**src/rtl/core/annexb_pkg.sv**
```systemverilog
// Shared types and constants of the Annex-B NAL unit splitter.
package annexb_pkg;

    localparam int POS_BITS  = 24;
    localparam int BYTE_W    = 8;
    localparam int OFFSET_W  = 24;
    localparam int LENGTH_W  = 25;
    localparam int HEADER_W  = 8;
    localparam int TYPE_W    = 5;
    localparam int FIELDS_W  = OFFSET_W + LENGTH_W + HEADER_W + TYPE_W;
    localparam int M_TDATA_W = ((FIELDS_W + 7) / 8) * 8;
    localparam int PAD_W     = M_TDATA_W - FIELDS_W;
    localparam int S_TDATA_W = 8;

    localparam logic [HEADER_W-1:0] TYPE_MASK = 8'h1f;
    localparam logic [1:0]          ZRUN_MAX  = 2'd2;
    localparam logic [BYTE_W-1:0]   SC_BYTE   = 8'h01;

    typedef struct packed {
        logic [BYTE_W-1:0] data;
        logic              last;
    } beat_t;

    typedef struct packed {
        logic [OFFSET_W-1:0] offset;
        logic [LENGTH_W-1:0] length;
        logic [HEADER_W-1:0] header;
        logic                at_end;
        logic                too_long;
    } desc_t;

endpackage

```
**src/rtl/core/annexb_in_stage.sv**
```systemverilog
// Input register stage of the splitter.
module annexb_in_stage (
    input  logic                 clk,
    input  logic                 rst_n,
    input  logic                 s_tvalid,
    output logic                 s_tready,
    input  annexb_pkg::beat_t    s_beat,
    output logic                 valid,
    output annexb_pkg::beat_t    beat,
    input  logic                 take
);
    import annexb_pkg::*;

    logic  valid_reg;
    logic  valid_next;
    beat_t beat_reg;

    assign s_tready   = !valid_reg || take;
    assign valid_next = s_tready ? s_tvalid : valid_reg;
    assign valid      = valid_reg;
    assign beat       = beat_reg;

    always_ff @(posedge clk or negedge rst_n)
    begin
        if (!rst_n)
        begin
            valid_reg <= 1'b0;
        end
        else
        begin
            valid_reg <= valid_next;
        end
    end

    always_ff @(posedge clk)
    begin
        if (s_tvalid && s_tready)
        begin
            beat_reg <= s_beat;
        end
    end

endmodule

```
**src/rtl/core/annexb_parse.sv**
```systemverilog
// Start code scanner and unit tracking state of the splitter.
module annexb_parse (
    input  logic                 clk,
    input  logic                 rst_n,
    input  logic                 valid,
    input  annexb_pkg::beat_t    beat,
    input  logic                 ready,
    output logic                 desc_valid,
    output annexb_pkg::desc_t    desc
);
    import annexb_pkg::*;

    logic [1:0]          zero_run_reg,  zero_run_next;
    logic [POS_BITS-1:0] position_reg,  position_next;
    logic                unit_open_reg, unit_open_next;
    logic [POS_BITS-1:0] unit_begin_reg, unit_begin_next;
    logic [POS_BITS:0]   content_end_reg, content_end_next;
    logic                hdr_pending_reg, hdr_pending_next;
    logic [HEADER_W-1:0] hdr_value_reg,  hdr_value_next;
    logic                saturated_reg,  saturated_next;

    logic                fire;
    logic                at_max;
    logic                is_zero;
    logic                sc;
    logic [POS_BITS:0]   pos_inc;
    logic [POS_BITS:0]   begin_ext;
    logic [POS_BITS:0]   end_sel;
    logic [HEADER_W-1:0] hdr_sel;
    logic                sat_sel;
    logic                emit;

    assign fire    = valid && ready;
    assign at_max  = &position_reg;
    assign is_zero = (beat.data == '0);
    assign sc      = (beat.data == SC_BYTE) && (zero_run_reg >= ZRUN_MAX);
    assign pos_inc = (POS_BITS+1)'(position_reg) + (POS_BITS+1)'(1);
    assign begin_ext = (POS_BITS+1)'(unit_begin_reg);

    always_comb
    begin
        zero_run_next    = zero_run_reg;
        unit_open_next   = unit_open_reg;
        unit_begin_next  = unit_begin_reg;
        content_end_next = content_end_reg;
        hdr_pending_next = hdr_pending_reg;
        hdr_value_next   = hdr_value_reg;
        position_next    = at_max ? position_reg : pos_inc[POS_BITS-1:0];
        saturated_next   = saturated_reg || at_max;

        if (sc)
        begin
            unit_open_next   = 1'b1;
            unit_begin_next  = at_max ? position_reg : pos_inc[POS_BITS-1:0];
            content_end_next = (POS_BITS+1)'(unit_begin_next);
            hdr_pending_next = 1'b1;
            zero_run_next    = '0;
        end
        else
        begin
            if (unit_open_reg)
            begin
                if (hdr_pending_reg)
                begin
                    hdr_value_next   = beat.data;
                    hdr_pending_next = 1'b0;
                end
                if (!is_zero)
                begin
                    content_end_next = pos_inc;
                end
            end
            if (is_zero)
            begin
                zero_run_next = (zero_run_reg < ZRUN_MAX) ? zero_run_reg + 2'd1 : ZRUN_MAX;
            end
            else
            begin
                zero_run_next = '0;
            end
        end
    end

    // close on a start code uses the state before this byte
    always_comb
    begin
        if (sc)
        begin
            end_sel = content_end_reg;
            hdr_sel = hdr_value_reg;
            sat_sel = saturated_reg;
            emit    = unit_open_reg;
        end
        else
        begin
            end_sel = content_end_next;
            hdr_sel = hdr_value_next;
            sat_sel = saturated_next;
            emit    = unit_open_reg && beat.last;
        end
    end

    assign desc_valid    = fire && emit && (end_sel > begin_ext);
    assign desc.offset   = OFFSET_W'(unit_begin_reg);
    assign desc.length   = LENGTH_W'(end_sel - begin_ext);
    assign desc.header   = hdr_sel;
    assign desc.at_end   = beat.last;
    assign desc.too_long = sat_sel;

    always_ff @(posedge clk or negedge rst_n)
    begin
        if (!rst_n)
        begin
            zero_run_reg    <= '0;
            position_reg    <= '0;
            unit_open_reg   <= 1'b0;
            unit_begin_reg  <= '0;
            content_end_reg <= '0;
            hdr_pending_reg <= 1'b0;
            hdr_value_reg   <= '0;
            saturated_reg   <= 1'b0;
        end
        else if (fire)
        begin
            if (beat.last)
            begin
                zero_run_reg    <= '0;
                position_reg    <= '0;
                unit_open_reg   <= 1'b0;
                unit_begin_reg  <= '0;
                content_end_reg <= '0;
                hdr_pending_reg <= 1'b0;
                hdr_value_reg   <= '0;
                saturated_reg   <= 1'b0;
            end
            else
            begin
                zero_run_reg    <= zero_run_next;
                position_reg    <= position_next;
                unit_open_reg   <= unit_open_next;
                unit_begin_reg  <= unit_begin_next;
                content_end_reg <= content_end_next;
                hdr_pending_reg <= hdr_pending_next;
                hdr_value_reg   <= hdr_value_next;
                saturated_reg   <= saturated_next;
            end
        end
    end

endmodule

```
**src/rtl/core/annexb_out_stage.sv**
```systemverilog
// Descriptor output register of the splitter.
module annexb_out_stage (
    input  logic                              clk,
    input  logic                              rst_n,
    input  logic                              desc_valid,
    input  annexb_pkg::desc_t                 desc,
    output logic                              ready,
    output logic                              m_tvalid,
    input  logic                              m_tready,
    output logic [annexb_pkg::M_TDATA_W-1:0]  m_tdata,
    output logic                              m_tlast,
    output logic                              m_tuser
);
    import annexb_pkg::*;

    logic  valid_reg;
    logic  valid_next;
    desc_t desc_reg;
    logic [HEADER_W-1:0] type_full;

    assign ready      = !valid_reg || m_tready;
    assign valid_next = ready ? desc_valid : valid_reg;
    assign type_full  = desc_reg.header & TYPE_MASK;

    assign m_tvalid = valid_reg;
    assign m_tdata  = {PAD_W'(0), type_full[TYPE_W-1:0], desc_reg.header,
                       desc_reg.length, desc_reg.offset};
    assign m_tlast  = desc_reg.at_end;
    assign m_tuser  = desc_reg.too_long;

    always_ff @(posedge clk or negedge rst_n)
    begin
        if (!rst_n)
        begin
            valid_reg <= 1'b0;
        end
        else
        begin
            valid_reg <= valid_next;
        end
    end

    always_ff @(posedge clk)
    begin
        if (ready && desc_valid)
        begin
            desc_reg <= desc;
        end
    end

endmodule

```
**src/rtl/core/annexb_nal_unit_splitter_unit.sv**
```systemverilog
// Top level of the Annex-B NAL unit splitter.
// A descriptor is registered in the output stage after its closing beat passes the input register and scanner.
// Throughput: 1 byte beat per cycle while m_tready backpressure does not stall the output.
// Stalls on m_tready backpressure reach s_tready combinationally once both registers hold data.
// Reset (rst_n low, async) clears the scanner state and empties both registers.
// A beat with s_tlast also clears the scanner state after it is processed.
module annexb_nal_unit_splitter_unit (
    input  logic                              clk,
    input  logic                              rst_n,
    input  logic                              s_tvalid,
    output logic                              s_tready,
    input  logic [annexb_pkg::S_TDATA_W-1:0]  s_tdata,   // data_byte
    input  logic                              s_tlast,   // last_byte
    output logic                              m_tvalid,
    input  logic                              m_tready,
    output logic [annexb_pkg::M_TDATA_W-1:0]  m_tdata,   // nal_offset, nal_length, nal_header, nal_type, pad
    output logic                              m_tlast,   // at_buffer_end
    output logic                              m_tuser    // too_long
);
    import annexb_pkg::*;

    beat_t s_beat;
    beat_t in_beat;
    logic  in_valid;
    logic  out_ready;
    logic  desc_valid;
    desc_t desc;

    assign s_beat.data = s_tdata[BYTE_W-1:0];
    assign s_beat.last = s_tlast;

    annexb_in_stage u_in (
        .clk      (clk),
        .rst_n    (rst_n),
        .s_tvalid (s_tvalid),
        .s_tready (s_tready),
        .s_beat   (s_beat),
        .valid    (in_valid),
        .beat     (in_beat),
        .take     (out_ready)
    );

    annexb_parse u_parse (
        .clk        (clk),
        .rst_n      (rst_n),
        .valid      (in_valid),
        .beat       (in_beat),
        .ready      (out_ready),
        .desc_valid (desc_valid),
        .desc       (desc)
    );

    annexb_out_stage u_out (
        .clk        (clk),
        .rst_n      (rst_n),
        .desc_valid (desc_valid),
        .desc       (desc),
        .ready      (out_ready),
        .m_tvalid   (m_tvalid),
        .m_tready   (m_tready),
        .m_tdata    (m_tdata),
        .m_tlast    (m_tlast),
        .m_tuser    (m_tuser)
    );

endmodule

```
**config.mk**
```make
export PLATFORM = sky130hd
export DESIGN_NAME = annexb_nal_unit_splitter_unit
export DESIGN_NICKNAME = d
export VERILOG_FILES = /design/src/rtl/core/annexb_pkg.sv /design/src/rtl/core/annexb_in_stage.sv /design/src/rtl/core/annexb_parse.sv /design/src/rtl/core/annexb_out_stage.sv /design/src/rtl/core/annexb_nal_unit_splitter_unit.sv
export SDC_FILE = /design/constraint.sdc
export NUM_CORES = 1
export LEC_CHECK = 0
export ABC_CLOCK_PERIOD_IN_PS = 4200
export BUFFER_PORTS_ARGS = -buffer_cell sky130_fd_sc_hd__buf_2
export CORE_MARGIN = 2
export CORE_UTILIZATION = 50
export DETAILED_ROUTE_END_ITERATION = 7
export PLACE_DENSITY = 0.72
export SLEW_MARGIN = 25
export SYNTH_ARGS = -nofsm -noshare
export SYNTH_HDL_FRONTEND = slang
export SYNTH_HIERARCHICAL = 1
export SYNTH_SLANG_ARGS = --single-unit
export TNS_END_PERCENT = 1
```
**constraint.sdc**
```tcl
create_clock -name clk -period 4.2 [get_ports clk]
set_input_delay 0.84 -clock clk [delete_from_list [all_inputs] [get_ports clk]]
set_output_delay 0.84 -clock clk [all_outputs]
set_load 0.01 [all_outputs]
```
==> impl_metrics.yaml, run 1 <==
outcome:
  status: "finished, final reports clean"
clock_tree:
  clkTransAtPathRegs_ns: 0.07
  clock-sinks: 156
  worst_skew_pair.late_latency_ns: 0.43
  cts_setup_buffers: 0
  cts_tree: "done"
  ctsHtreeMaxLevel: 4
  clockBufferDepth: 2
  ctsHoldBuffers: 0
  cts_resized: 0
  cts_buffers: 17
  clockRootBuffer: "clkbuf_16"
sta:
  relSlewSlack_pct: 50.23
  fin_hold_ws_ns: 0.2515
  fin_crit_sh_pct: 97.73
  hold_viol_final: 0
  tightest_slew_ns: 0.7458
  tns_ns: 0
  setup_viol: 0
  skew_ns: 0.01024
  drv_slew: 0
  rsz0062_at_grt: "true"
  post-route-min-period_ns: 4.105
  max_freq_mhz: 243.6
power:
  p_leak_nw: 4.207
  powerDensity_nw_per_um2: 379.5
  peakVddDrop_uv: 267.7
  power_w: 0.003628
drt:
  wl_per_cell_um: 18.10
  vias_per_cell: 5.805
  drcViolationCount: 0
  vias: 6443
  dr.pass1.iters: 6
  ant_nets: 0
  drt-initial-drc-count: 823
  drt_wl_total_um: 20090
worst_setup_path:
  reg2reg_from: "u_in/beat[4]"
  cp_top_family: "compound AO/OA/AOI/OAI gates"
  worstPathCellList: "or4_4 > o31ai_4 > buf_12 > nand2_1 > o21ai_0 > ha_1 > a211oi_1 > o211ai_1 > nand4_1 > o31ai_1 > o2bb2ai_1 > o21ai_1 > and2_4 > buf_12"
  worstPathMaxFanout: 45
  crit_buf_inv: 2
  path_class: "flip-flop to flip-flop"
  cp_common_cell: "buf_12"
  rr_worst_depth: 14
  slowest_delay_ns: 0.58
  crit_arrival_ns: 4.22
  reg2reg_to: "u_out/m_tdata[8]"
  worstSetupPathDepth: 14
  cp-start-kind: "flip-flop"
  slowest_stage: "or4_4"
  startpoint: "u_in/beat[4]"
  crit_required_ns: 4.32
  crit_path_end_kind: "flip-flop"
  r2r_slack_ns: 0.1
  worstSetupEndpoint: "u_out/m_tdata[8]"
global_route:
  grt_pass1_vias: 6003
  grt_max_degree: 46
  grt_overflow: 0
  antenna_found_initial: 0
  grt_first_pass_wirelength_um: 31680
  track_usage_pct: 24.46
cells_and_area:
  fin_nets: 920
  antenna_cells: 0
  area_growth_pct: 18.89
  drive_above_1_share_pct: 23.04
  n_fill_cell: 1280
  fin_cells: 1110
  utilization_pct: 60.40
  largest_reg_flops: 57
yosys:
  avgSynthCellArea_um2: 10.40
  yosysUniqueCellTypes: 68
  synth_edf_count: 68
  syn_inst: 773
  synth_seq_cells: 156
  synth_top_cells_by_area: "dfrtp_1 (27%), edfxtp_1 (25%), a21oi_1 (4.3%)"
  ys_async_sr_fraction_pct: 56.41
  ys_warn_count: 6
  yosysTopAreaCellShare_pct: 27.38
  post-synth-top-area-cell: "dfrtp_1"
  synthFlopType: "dfrtp_1"
  yosysSeqAreaShare_pct: 52.78
  synth_top_cells_by_count: "dfrtp_1 (88), nand2_1 (88), a21oi_1 (69), o21ai_0 (69), edfxtp_1 (68)"
  syn_area_um2: 8041
placed_design:
  place_inst: 1078
  portBuffers: 78
  dpl.hpwl_um: 14060
  place_congestion: 1.001
floorplanning:
  fp.dieH_um: 130.8
  rows: 46
  core_region_area_um2: 15830
  ios: 81
  dieArea_um2: 17110
  die_w_um: 130.8
  initial_utilization_pct: 50.81
flow_run:
  drv_cap: 0
min_path:
  hp-class: "primary input to async pin"
## metal layers
metal	vias up	track usage, %	wire (µm)
met4	0	9.950	597
met5	-	0	0
met2	326	37.35	9187
met1	3048	33.97	8828
li1	3033	-	-
met3	36	5.660	1478
## worst min path at each step
stage | startpoint | slack [ns] | end
2_1_floorplan | u_parse/unit_begin_reg[15] | 0.42 | u_out/m_tdata[15]
3_3_place_gp | u_parse/unit_begin_reg[1] | 0.43 | u_out/m_tdata[1]
3_5_place_dp | u_parse/unit_begin_reg[3] | 0.44 | u_out/m_tdata[3]
4_1_cts | rst_n | 0.24 | u_parse/content_end_reg[6]
5_1_grt | rst_n | 0.25 | u_parse/content_end_reg[6]
6_report | rst_n | 0.25 | u_parse/content_end_reg[6]
## area by class of cell
type                    count  area, µm²  area share, %
inverters                  37      138.9          1.453
flip-flops and latches    156       4247          44.42
well taps                 216      270.3          2.827
clock buffers              18      429.2          4.489
repair buffers            136      865.8          9.056
clock inverters            14      157.7          1.649
multi-input cells         533       3452          36.11
## report_power, final
group	switching [W]	internal (W)
sequential	0.0000279	0.00165
clock	0.000642	0.000887
combinational	0.000246	0.000179
## cell families (layout without fill, tap and decap cells)
family / after synthesis / in the layout / share of synthesized area (%)
mux: 19 / 19 / 2.629
buf+inv: 85 / 205 / 4.730
fa+ha+maj: 26 / 26 / 4.139
simple gates: 212 / 212 / 12.95
compound gates: 231 / 231 / 18.05
flops: 156 / 156 / 52.78
xor+xnor: 43 / 43 / 4.683
other cells: 1 / 2 / 0.04663
## placed cells by master (no fill, tap or decap), drive strengths merged, types with 15 or more instances in the layout
| cell type | instances |
|---|---|
| ha | 25 |
| o21ai | 76 |
| buf | 136 |
| edfxtp | 68 |
| nand3 | 24 |
| a22o | 15 |
| a21oi | 70 |
| inv | 44 |
| nand2 | 89 |
| dfrtp | 88 |
| nor2 | 36 |
| clkbuf | 18 |
| mux2 | 17 |
| xnor2 | 27 |
| xor2 | 16 |
## through the flow
| stage | setup slack, ns | instance area, µm² |
|---|---|---|
| 6_report | 0.09516 | 9560 |
| 5_1_grt | -0.01197 | 9560 |
| 4_1_cts | 0.04935 | 9527 |
| 3_5_place_dp | 0.07863 | 8940 |
| 3_3_place_gp | 0.09215 | 8940 |
| 2_1_floorplan | 0.1448 | 8045 |
Note: power is estimated with default switching activity, not from simulation.
==> inputs of run 2 (changes only) <==
--- a/config.mk
+++ b/config.mk
@@ -9,8 +9,10 @@
 export BUFFER_PORTS_ARGS = -buffer_cell sky130_fd_sc_hd__buf_2
 export CORE_MARGIN = 2
 export CORE_UTILIZATION = 50
+export CTS_CLUSTER_SIZE = 30
 export DETAILED_ROUTE_END_ITERATION = 7
 export PLACE_DENSITY = 0.72
+export SETUP_SLACK_MARGIN = 0.15
 export SLEW_MARGIN = 25
 export SYNTH_ARGS = -nofsm -noshare
 export SYNTH_HDL_FRONTEND = slang
==> run 2 against run 1 <==
Final area grew 4.0%. Total power shrank 1.4%. Clock skew is essentially flat. Critical path type unchanged. Highest routed layer unchanged.
==> impl_metrics.yaml, run 2 (synthesis gave the netlist of run 1 again) <==
outcome:
  status: "finished, final reports clean"
floorplanning:
  rows: 46
  dieArea_um2: 17110
  fp.dieH_um: 130.8
  die_w_um: 130.8
  initial_utilization_pct: 50.81
  ios: 81
  core_region_area_um2: 15830
cells_and_area:
  largest_reg_flops: 57
  antenna_cells: 0
  utilization_pct: 62.82
  layout_commonest_cell: "dfrtp_1"
  drive_above_1_share_pct: 27.58
  area_growth_pct: 23.65
  n_fill_cell: 1239
  fin_cells: 1137
  fin_nets: 947
  final_cell_mix: "dfrtp_1 (86), nand2_1 (85), buf_2 (77), buf_4 (73)"
worst_setup_path:
  crit_arrival_ns: 4.27
  crit_required_ns: 4.40
  cp-start-kind: "flip-flop"
  path_class: "flip-flop to flip-flop"
  crit_path_end_kind: "flip-flop"
  worstPathMaxFanout: 8
clock_tree:
  worst_skew_pair.late_latency_ns: 0.44
  clockBufferDepth: 2
  ctsHtreeMaxLevel: 4
  clock-sinks: 156
  cts_buffers: 17
  cts_tree: "done"
  clockRootBuffer: "clkbuf_16"
  clkTransAtPathRegs_ns: 0.07
global_route:
  grt_overflow: 0
  antenna_found_initial: 0
  track_usage_pct: 24.63
  grt_first_pass_wirelength_um: 31790
  grt_max_degree: 78
  grt_pass1_vias: 5971
drt:
  vias: 6713
  dr.pass1.iters: 6
  drcViolationCount: 0
  ant_nets: 0
  drt-initial-drc-count: 925
  wl_per_cell_um: 18.74
  drt_wl_total_um: 21300
  vias_per_cell: 5.904
sta:
  fin_crit_sh_pct: 96.95
  drv_slew: 0
  setup_viol: 0
  fin_hold_ws_ns: 0.4163
  hold_viol_final: 0
  skew_ns: 0.009931
  max_freq_mhz: 245.6
  tightest_slew_ns: 0.7378
  relSlewSlack_pct: 50.76
  rsz0062_at_grt: "true"
  tns_ns: 0
  post-route-min-period_ns: 4.072
power:
  p_sw_share_pct: 26.73
  powerDensity_nw_per_um2: 359.8
  seqPwrFrac_pct: 46.8
  peakVddDrop_uv: 260.5
  clkPwrFrac_pct: 40.3
  p_leak_nw: 4.392
  switching_power_w: 0.0009561
  p_int_w: 0.002621
  combPwrFrac_pct: 12.9
placed_design:
  portBuffers: 78
  place_congestion: 0.9667
  dpl.hpwl_um: 14450
  place_inst: 1082
flow_run:
  drv_cap: 0
min_path:
  hp-class: "primary input to async pin"
## run 2: critical path, stage by stage (launching register included)
cell	delay, ns
edfxtp_1	0.42
or4_4	0.58
o31ai_4	0.31
buf_12	0.17
buf_12	0.12
o21ai_1	0.08
ha_1	0.35
nand3_2	0.12
or3_1	0.35
or4_4	0.43
and2_4	0.16
o211ai_1	0.21
o21ai_2	0.10
and2_4	0.22
clkbuf_16	0.19
## run 2: cell type report
class,instances,area [µm²],share of cell area [%]
sequential,156,4247,42.71
clock buffer,17,425.4,4.278
timing repair buffer,163,1162,11.69
inverter,37,138.9,1.397
multi-input combinational,533,3568,35.89
clock inverter,15,131.4,1.321
tap,216,270.3,2.718
## run 2: what timing repair did
action,CTS,global route
hold buffers,0,0
pin swaps,3,31
endpoints found under the setup margin,59,63
gates cloned,1,3
resized for setup,1,48
setup buffers,2,17
## run 2: final timing paths
| check | startpoint | endpoint | slack (ns) | depth (start not counted) |
|---|---|---|---|---|
| setup / recovery | u_in/beat[5] | u_out/m_tdata[2] | 0.13 | 14 |
| hold / removal | rst_n | u_parse/unit_begin_reg[6] | 0.42 | 1 |
| setup reg to reg | u_in/beat[5] | u_out/m_tdata[2] | 0.13 | 14 |
| hold reg to reg | u_parse/unit_begin_reg[1] | u_out/m_tdata[1] | 0.45 | 0 |
| max in group asynchronous | rst_n | u_parse/position_reg[11] | 3.10 | 2 |
| min in group clk | u_parse/unit_begin_reg[1] | u_out/m_tdata[1] | 0.45 | 0 |
## run 2: metrics by stage
| step | setup slack [ns] | total power, W | instance area [µm²] |
|---|---|---|---|
| after floorplan | 0.1650 | 0.001972 | 8056 |
| after global placement | 0.1924 | 0.002122 | 8980 |
| after detailed placement | 0.1199 | 0.002131 | 8980 |
| after CTS | 0.1792 | 0.003569 | 9585 |
| after global routing | 0.05669 | 0.003710 | 9943 |
| final | 0.1282 | 0.003577 | 9943 |
## run 2: power by group through the flow
stage / Clock (W) / Combinational [W] / Sequential, W
finish: 0.00144 / 0.000462 / 0.00167
global placement: 0 / 0.000421 / 0.00170
floorplan: 0 / 0.000276 / 0.00170
CTS: 0.00147 / 0.000430 / 0.00167
detailed placement: 0 / 0.000428 / 0.00170
global route: 0.00153 / 0.000503 / 0.00168
## run 2: layer usage
metal  up-vias  GRT usage, %  routed length (µm)
met5         -             0                   0
met4         0         11.20                 669
met3        55         3.827                1878
met2       376         37.87                9846
met1      3198         34.68                8909
li1       3084             -                   -
